File: config.mk
export PLATFORM = sky130hd
export DESIGN_NAME = next_fit_typed_slot_allocator
export DESIGN_NICKNAME = d
export VERILOG_FILES = /design/src/sv/nfta_pkg.sv /design/src/sv/next_fit_typed_slot_allocator.sv /design/src/sv/nfta_ram.sv /design/src/sv/nfta_scan.sv
export SDC_FILE = /design/constraint.sdc
export NUM_CORES = 2
export LEC_CHECK = 0
export BUFFER_PORTS_ARGS = -buffer_cell sky130_fd_sc_hd__buf_2
export CAP_MARGIN = 20
export CORE_MARGIN = 4
export CORE_UTILIZATION = 55
export CTS_CLUSTER_SIZE = 14
export DETAILED_ROUTE_END_ITERATION = 16
export HOLD_SLACK_MARGIN = 0.15
export PLACE_DENSITY = 0.73
export SLEW_MARGIN = 5
export SYNTH_ARGS = -nofsm -noshare
export SYNTH_HDL_FRONTEND = slang
export SYNTH_SLANG_ARGS = --single-unit
File: constraint.sdc
create_clock -name clk -period 12.3 [get_ports clk]
set_input_delay 0.615 -clock clk [delete_from_list [all_inputs] [get_ports clk]]
set_output_delay 0.615 -clock clk [all_outputs]
set_load 0.02 [all_outputs]
File: src/sv/nfta_pkg.sv
// Shared constants, request codes and beat types for the next-fit slot allocator.
`default_nettype none

package nfta_pkg;

  localparam int NUM_SLOTS  = 256;
  localparam int KIND_BITS  = 4;
  localparam int NUM_KINDS  = 1 << KIND_BITS;
  localparam int SLOT_W     = $clog2(NUM_SLOTS);
  localparam int CNT_W      = $clog2(NUM_SLOTS + 1);

  // Search granularity: one group of slots is examined per cycle.
  localparam int GROUP_W    = 16;
  localparam int NUM_GROUPS = NUM_SLOTS / GROUP_W;
  localparam int OFF_W      = $clog2(GROUP_W);
  localparam int GRP_W      = $clog2(NUM_GROUPS);
  localparam int STEP_W     = $clog2(NUM_GROUPS + 1);

  localparam logic [1:0] REQ_ALLOC    = 2'd0;
  localparam logic [1:0] REQ_FREE     = 2'd1;
  localparam logic [1:0] REQ_FREE_ALL = 2'd2;
  localparam logic [1:0] REQ_COUNT    = 2'd3;

  typedef logic [NUM_SLOTS-1:0] bitmap_t;

  typedef struct packed {
    logic [1:0] req_type;
    logic [3:0] entity_kind;
    logic [7:0] slot_index;
  } in_beat_t;

  typedef struct packed {
    logic       granted;
    logic [7:0] granted_slot;
    logic [8:0] kind_count;
  } out_beat_t;

  typedef struct packed {
    logic              go;
    logic [SLOT_W-1:0] start_pos;
  } scan_req_t;

  typedef struct packed {
    logic              done;
    logic              found;
    logic [SLOT_W-1:0] slot;
  } scan_rsp_t;

endpackage

`default_nettype wire

File: src/sv/next_fit_typed_slot_allocator.sv
// Top level: request sequencer, active bitmap, per-kind counters and kind store.
//
// One request is taken when start is high and busy is low; each request
// returns exactly one result beat, shown for one cycle with out_valid. The
// receiver cannot stall, so results are never held. Count and free-all results
// appear in the cycle after acceptance; free-one passes through ST_FREE while
// the kind store, which has registered read data, returns the kind. Allocate
// passes through ST_SCAN: the search examines one 16-slot group per cycle,
// starting at the group of the last grant, and revisits that group once after
// wrapping. busy drops in the cycle the result appears, so a new request can
// be accepted alongside it. Counts come from per-kind counters kept up to
// date on every grant and free; no clearing pass is needed after reset.
`default_nettype none

module next_fit_typed_slot_allocator import nfta_pkg::*; (
  input  wire logic     clk,
  input  wire logic     rst_n,
  input  wire logic     start,
  output logic          busy,
  input  wire in_beat_t in_data,
  output logic          out_valid,
  output out_beat_t     out_data
);

  localparam logic [1:0] ST_IDLE = 2'd0;
  localparam logic [1:0] ST_SCAN = 2'd1;
  localparam logic [1:0] ST_FREE = 2'd2;

  logic [1:0]           state_r, state_nxt;
  logic [KIND_BITS-1:0] kind_r, kind_nxt;
  logic                 was_act_r, was_act_nxt;
  logic [SLOT_W-1:0]    search_start_r, search_start_nxt;
  bitmap_t              active_r, active_nxt;
  logic [CNT_W-1:0]     cnt_r [NUM_KINDS];
  logic [CNT_W-1:0]     cnt_nxt [NUM_KINDS];
  logic                 out_valid_r, out_valid_nxt;
  out_beat_t            out_data_r, out_data_nxt;

  logic                 accept;
  logic [KIND_BITS-1:0] in_kind;
  logic [SLOT_W-1:0]    in_slot;
  logic                 in_range;
  scan_req_t            scan_req;
  scan_rsp_t            scan_rsp;
  logic                 mem_we;
  logic                 mem_re;
  logic [KIND_BITS-1:0] mem_rdata;

  assign accept   = start & ~busy;
  assign busy     = (state_r != ST_IDLE);
  assign in_kind  = in_data.entity_kind[KIND_BITS-1:0];
  assign in_slot  = SLOT_W'(in_data.slot_index);
  assign in_range = ({24'd0, in_data.slot_index} < 32'(NUM_SLOTS));

  assign scan_req.go        = accept & (in_data.req_type == REQ_ALLOC);
  assign scan_req.start_pos = search_start_r;

  assign mem_re = accept & (in_data.req_type == REQ_FREE);
  assign mem_we = (state_r == ST_SCAN) & scan_rsp.done & scan_rsp.found;

  nfta_scan u_scan (
    .clk    (clk),
    .rst_n  (rst_n),
    .req    (scan_req),
    .active (active_r),
    .rsp    (scan_rsp)
  );

  nfta_ram #(
    .WIDTH (KIND_BITS),
    .DEPTH (NUM_SLOTS)
  ) u_kind_ram (
    .clk   (clk),
    .we    (mem_we),
    .waddr (scan_rsp.slot),
    .wdata (kind_r),
    .re    (mem_re),
    .raddr (in_slot),
    .rdata (mem_rdata)
  );

  always_comb begin
    state_nxt        = state_r;
    kind_nxt         = kind_r;
    was_act_nxt      = was_act_r;
    search_start_nxt = search_start_r;
    active_nxt       = active_r;
    for (int k = 0; k < NUM_KINDS; k++) begin
      cnt_nxt[k] = cnt_r[k];
    end
    out_valid_nxt    = 1'b0;
    out_data_nxt     = '0;

    case (state_r)
      ST_IDLE: begin
        if (accept) begin
          kind_nxt = in_kind;
          case (in_data.req_type)
            REQ_ALLOC: begin
              state_nxt = ST_SCAN;
            end
            REQ_FREE: begin
              // Drop the active bit now; fix the counter once the kind is read.
              was_act_nxt = in_range & active_r[in_slot];
              if (in_range) begin
                active_nxt[in_slot] = 1'b0;
              end
              state_nxt = ST_FREE;
            end
            REQ_FREE_ALL: begin
              active_nxt = '0;
              for (int k = 0; k < NUM_KINDS; k++) begin
                cnt_nxt[k] = '0;
              end
              out_valid_nxt = 1'b1;
            end
            REQ_COUNT: begin
              out_valid_nxt           = 1'b1;
              out_data_nxt.kind_count = 9'(cnt_r[in_kind]);
            end
            default: begin
              state_nxt = ST_IDLE;
            end
          endcase
        end
      end
      ST_SCAN: begin
        if (scan_rsp.done) begin
          state_nxt     = ST_IDLE;
          out_valid_nxt = 1'b1;
          if (scan_rsp.found) begin
            active_nxt[scan_rsp.slot] = 1'b1;
            cnt_nxt[kind_r]           = cnt_r[kind_r] + CNT_W'(1);
            search_start_nxt          = scan_rsp.slot;
            out_data_nxt.granted      = 1'b1;
            out_data_nxt.granted_slot = 8'(scan_rsp.slot);
          end
        end
      end
      ST_FREE: begin
        state_nxt     = ST_IDLE;
        out_valid_nxt = 1'b1;
        if (was_act_r) begin
          cnt_nxt[mem_rdata] = cnt_r[mem_rdata] - CNT_W'(1);
        end
      end
      default: begin
        state_nxt = ST_IDLE;
      end
    endcase
  end

  always_ff @(posedge clk) begin
    if (!rst_n) begin
      state_r        <= ST_IDLE;
      search_start_r <= '0;
      active_r       <= '0;
      for (int k = 0; k < NUM_KINDS; k++) begin
        cnt_r[k] <= '0;
      end
      out_valid_r    <= 1'b0;
      was_act_r      <= 1'b0;
    end else begin
      state_r        <= state_nxt;
      search_start_r <= search_start_nxt;
      active_r       <= active_nxt;
      for (int k = 0; k < NUM_KINDS; k++) begin
        cnt_r[k] <= cnt_nxt[k];
      end
      out_valid_r    <= out_valid_nxt;
      was_act_r      <= was_act_nxt;
    end
  end

  always_ff @(posedge clk) begin
    kind_r     <= kind_nxt;
    out_data_r <= out_data_nxt;
  end

  assign out_valid = out_valid_r;
  assign out_data  = out_data_r;

endmodule

`default_nettype wire

File: src/sv/nfta_ram.sv
// Generic single-write, single-read RAM with registered read data.
`default_nettype none

module nfta_ram #(
  parameter int WIDTH = 8,
  parameter int DEPTH = 256
) (
  input  wire logic                     clk,
  input  wire logic                     we,
  input  wire logic [$clog2(DEPTH)-1:0] waddr,
  input  wire logic [WIDTH-1:0]         wdata,
  input  wire logic                     re,
  input  wire logic [$clog2(DEPTH)-1:0] raddr,
  output logic      [WIDTH-1:0]         rdata
);

  logic [WIDTH-1:0] mem [DEPTH];

  always_ff @(posedge clk) begin
    if (we) begin
      mem[waddr] <= wdata;
    end
    if (re) begin
      rdata <= mem[raddr];
    end
  end

endmodule

`default_nettype wire

File: src/sv/nfta_scan.sv
// Circular first-free search over the active bitmap, one group of slots per cycle.
`default_nettype none

module nfta_scan import nfta_pkg::*; (
  input  wire logic      clk,
  input  wire logic      rst_n,
  input  wire scan_req_t req,
  input  wire bitmap_t   active,
  output scan_rsp_t      rsp
);

  logic              run_r;
  logic [GRP_W-1:0]  grp_r;
  logic [OFF_W-1:0]  off_r;
  logic [STEP_W-1:0] step_r;

  logic [GROUP_W-1:0] word;
  logic [GROUP_W-1:0] cand;
  logic               first_step;
  logic               last_step;
  logic               any_free;
  logic [OFF_W-1:0]   hit_bit;

  assign word       = active[grp_r * GROUP_W +: GROUP_W];
  assign first_step = (step_r == STEP_W'(0));
  assign last_step  = (step_r == STEP_W'(NUM_GROUPS));

  // The start group is visited twice: first from the start offset upward,
  // last (after wrapping) below the start offset.
  always_comb begin
    for (int i = 0; i < GROUP_W; i++) begin
      if (first_step) begin
        cand[i] = ~word[i] & (OFF_W'(i) >= off_r);
      end else if (last_step) begin
        cand[i] = ~word[i] & (OFF_W'(i) < off_r);
      end else begin
        cand[i] = ~word[i];
      end
    end
  end

  always_comb begin
    hit_bit = '0;
    for (int i = GROUP_W - 1; i >= 0; i--) begin
      if (cand[i]) begin
        hit_bit = OFF_W'(i);
      end
    end
  end

  assign any_free  = |cand;
  assign rsp.done  = run_r & (any_free | last_step);
  assign rsp.found = any_free;
  assign rsp.slot  = {grp_r, hit_bit};

  always_ff @(posedge clk) begin
    if (!rst_n) begin
      run_r  <= 1'b0;
      grp_r  <= '0;
      off_r  <= '0;
      step_r <= '0;
    end else if (req.go) begin
      run_r  <= 1'b1;
      grp_r  <= req.start_pos[SLOT_W-1:OFF_W];
      off_r  <= req.start_pos[OFF_W-1:0];
      step_r <= '0;
    end else if (run_r) begin
      if (rsp.done) begin
        run_r <= 1'b0;
      end else begin
        grp_r  <= (grp_r == GRP_W'(NUM_GROUPS - 1)) ? '0 : grp_r + GRP_W'(1);
        step_r <= step_r + STEP_W'(1);
      end
    end
  end

endmodule

`default_nettype wire

==> summary.txt <==
status -> finished, final reports clean
Die ar. -> 134,000 um^2
latest clock arrival within the worst-skew pair -> 0.83 ns
final wirelength -> 228 mm
Num CTS Buffers -> 152
global route total overflow -> 0
DRT iter0 DRCs -> 9,302
Final TNS setup -> 0 ns
H-tree Lvls -> 4
slew at the pin with the worst max-slew slack -> 1.26 ns
1st-pass router iterations -> 6
CTS tree -> yes
crit path DAT -> 6.99 ns
top_reg_cell synth -> edfxtp_1
Top delay family on crit path -> simple AND/OR/NAND/NOR gates
leakage power -> 23.5 nW
pin count of the biggest net entering global routing -> 223
Vias -> 51,200
Setup violations, final -> 0
hold-fix buffers at CTS -> 0
Reg clk slew, reported paths -> 0.06 ns
synth warn -> 0
gp weighted congestion -> 1.02
Port Buffers -> 36
Largest stage delay, worst path -> 0.95 ns
commonest non-fill, non-tap cell in the layout -> edfxtp_1
Power Density -> 142 nW/um^2
Setup Fix Bufs, Post-CTS -> 0
DP HPWL -> 133 mm
syn nets -> 5,346
Worst R2R Setup Slack -> 5.78 ns
first-pass GRT wire length -> 336 mm
sequential-to-total area share from yosys stat -> 56.8%
EDFF count, synth -> 1,032
initial antenna violation count -> 14
clock sinks -> 1,480
area of the mapped netlist -> 70,400 um^2
largest area contributor in the netlist -> edfxtp_1
die boundary width -> 366 um
Final Max Slew Viols -> 0
vias per cell -> 7.42
Max-cap violations -> 0
most frequent CP cell -> nor2_1
Clock Root Buffer -> clkbuf_16
Mapped Cells -> 5,317
final clock skew -> 0.0455 ns
synth top area cells -> edfxtp_1 (44%), mux4_2 (18%), dfxtp_1 (13%)
Hold Crit Class -> input port to flop
Rel. slew slack -> 15.7%
Max IR drop VDD -> 0.116 mV
overall routing resource usage -> 34.1%
number of global-route vias before repair -> 48,900
Final ANT Viol Nets -> 0
Top Ports -> 37
syn_area_per_cell -> 13.2 um^2
final hold viol count -> 0
FMAX -> 153 MHz
Crit Path Class -> flop to flop
Layout Nets -> 5,148
post_cts resized -> 0
WP buf/inv -> 2
utilization after layout -> 60.9%
CP Capture Type -> flop
worst-path cell chain -> buf_4 -> mux4_2 -> a22o_1 -> a211oi_1 -> a41o_1 -> nand2b_1 -> or3_1 -> nor2_1 -> or2_1 -> inv_2 -> nand3_1 -> nor2_1
Crit-path slowest cell -> dfxtp_4
crit share post-route -> 53.0%
CP required -> 12.77 ns
layout cells sized above 1 -> 20.3%
Area growth syn-to-layout -> 9.43%
Synth cell types -> 86
commonest non-fill, non-tap cells in the layout -> edfxtp_1 (1,032), mux4_2 (563), nor2_1 (492)
minimum clock period -> 6.52 ns
Hold Slack -> 0.227 ns
CP max FO -> 51
WL per Instance -> 33.1 um
Site Rows -> 130
DRC violations left -> 0
CTS Buffer Depth -> 3
Initial Utilization -> 55.7%
top cell type's share of synthesized area -> 44.0%
RSZ-0062 raised after global routing -> false
CP startpoint kind -> flop
post-synthesis sequential element count -> 1,480
Die Height -> 366 um
ys async rst share -> 0%
Core ar. -> 126,000 um^2
==> Yosys cell counts, drive strengths merged, types with 11 or more instances <==
cell    count
nor2      507
a21boi     27
nand3      94
xor2       11
o21ai     464
clkbuf    371
nand2     330
o221ai     33
nand2b     30
a22o       89
mux2i      74
dfxtp     448
a22oi      71
inv        23
xnor2      17
edfxtp   1032
o211ai    185
a21oi     385
nand4      11
mux4      563
o31ai      50
ha         12
and2       20
nor3       57
buf       128
nor2b      49
a211oi     26
mux2       14
o22ai      58
o221a      37
==> final timing paths <==
kind	depth (start not counted)	startpoint	endpoint
setup / recovery	12	u_scan.grp_r[1]	u_kind_ram.mem[74][2]
hold / removal	4	start	state_r[0]
setup reg to reg	12	u_scan.grp_r[1]	u_kind_ram.mem[74][2]
hold reg to reg	2	search_start_r[1]	u_scan.off_r[1]
==> routing by layer <==
layer	GRT usage [%]	vias to the layer above	part of all wire (%)
li1	-	20600	-
met1	46.7	25400	36
met2	49.3	4348	43
met3	10.2	928	14
met4	18.8	10	6.5
met5	0.109	-	0.029
==> sequential cells by signal (all words and copies together) (netlist names), 5 cells and up, named ones only <==
| register | flops |
|---|---|
| active_r | 256 |
| cnt_r | 144 |
| out_data | 18 |
| search_start_r | 8 |
| u_kind_ram.mem | 1024 |
| u_scan.step_r | 5 |
==> logic make-up after synthesis <==
family                     Yosys count  share of synthesized area (%)
DFF                               1480                           56.8
AOI/OAI and AO/OA                 1471                           13.1
and+or+nand+nor                   1152                           7.17
muxes                              651                           19.3
xor gates and xnor gates            28                          0.348
buffers and inverters              523                           3.08
adders and majority gates           12                          0.213
==> power by group <==
part	leakage, nW	switching, mW	internal [mW]
Clock	2.50	2.05	2.74
Sequential	12.9	0.0173	5.34
Combinational	8.15	0.548	0.230
Total	23.5	2.62	8.31
==> worst reg2reg max path: stages (launching register included) <==
cell,delay [ns]
dfxtp_4,0.95
buf_4,0.65
mux4_2,0.44
a22o_1,0.22
a211oi_1,0.28
a41o_1,0.23
nand2b_1,0.19
or3_1,0.33
nor2_1,0.24
or2_1,0.40
inv_2,0.77
nand3_1,0.88
nor2_1,0.61
==> final cells by class <==
class	instances	area, um^2
antenna	10	25.0
clock buffer	195	4130
clock inverter	84	1040
fill	9237	49400
inverter	24	90.1
multi-input combinational	3314	28500
sequential	1480	40000
tap	1650	2060
timing repair buffer	147	1180
==> metrics by stage <==
stage	power [mW]	instance area (um^2)	worst slack, ns	std cells
2_1_floorplan	5.97	70400	7.11	5317
3_3_place_gp	6.21	71700	6.17	6608
3_5_place_dp	6.21	71800	6.05	6611
4_1_cts	10.9	76900	5.95	6890
5_1_grt	11.2	77000	5.59	6897
6_report	10.9	77000	5.78	6904
(Power assumes the default switching activity.)
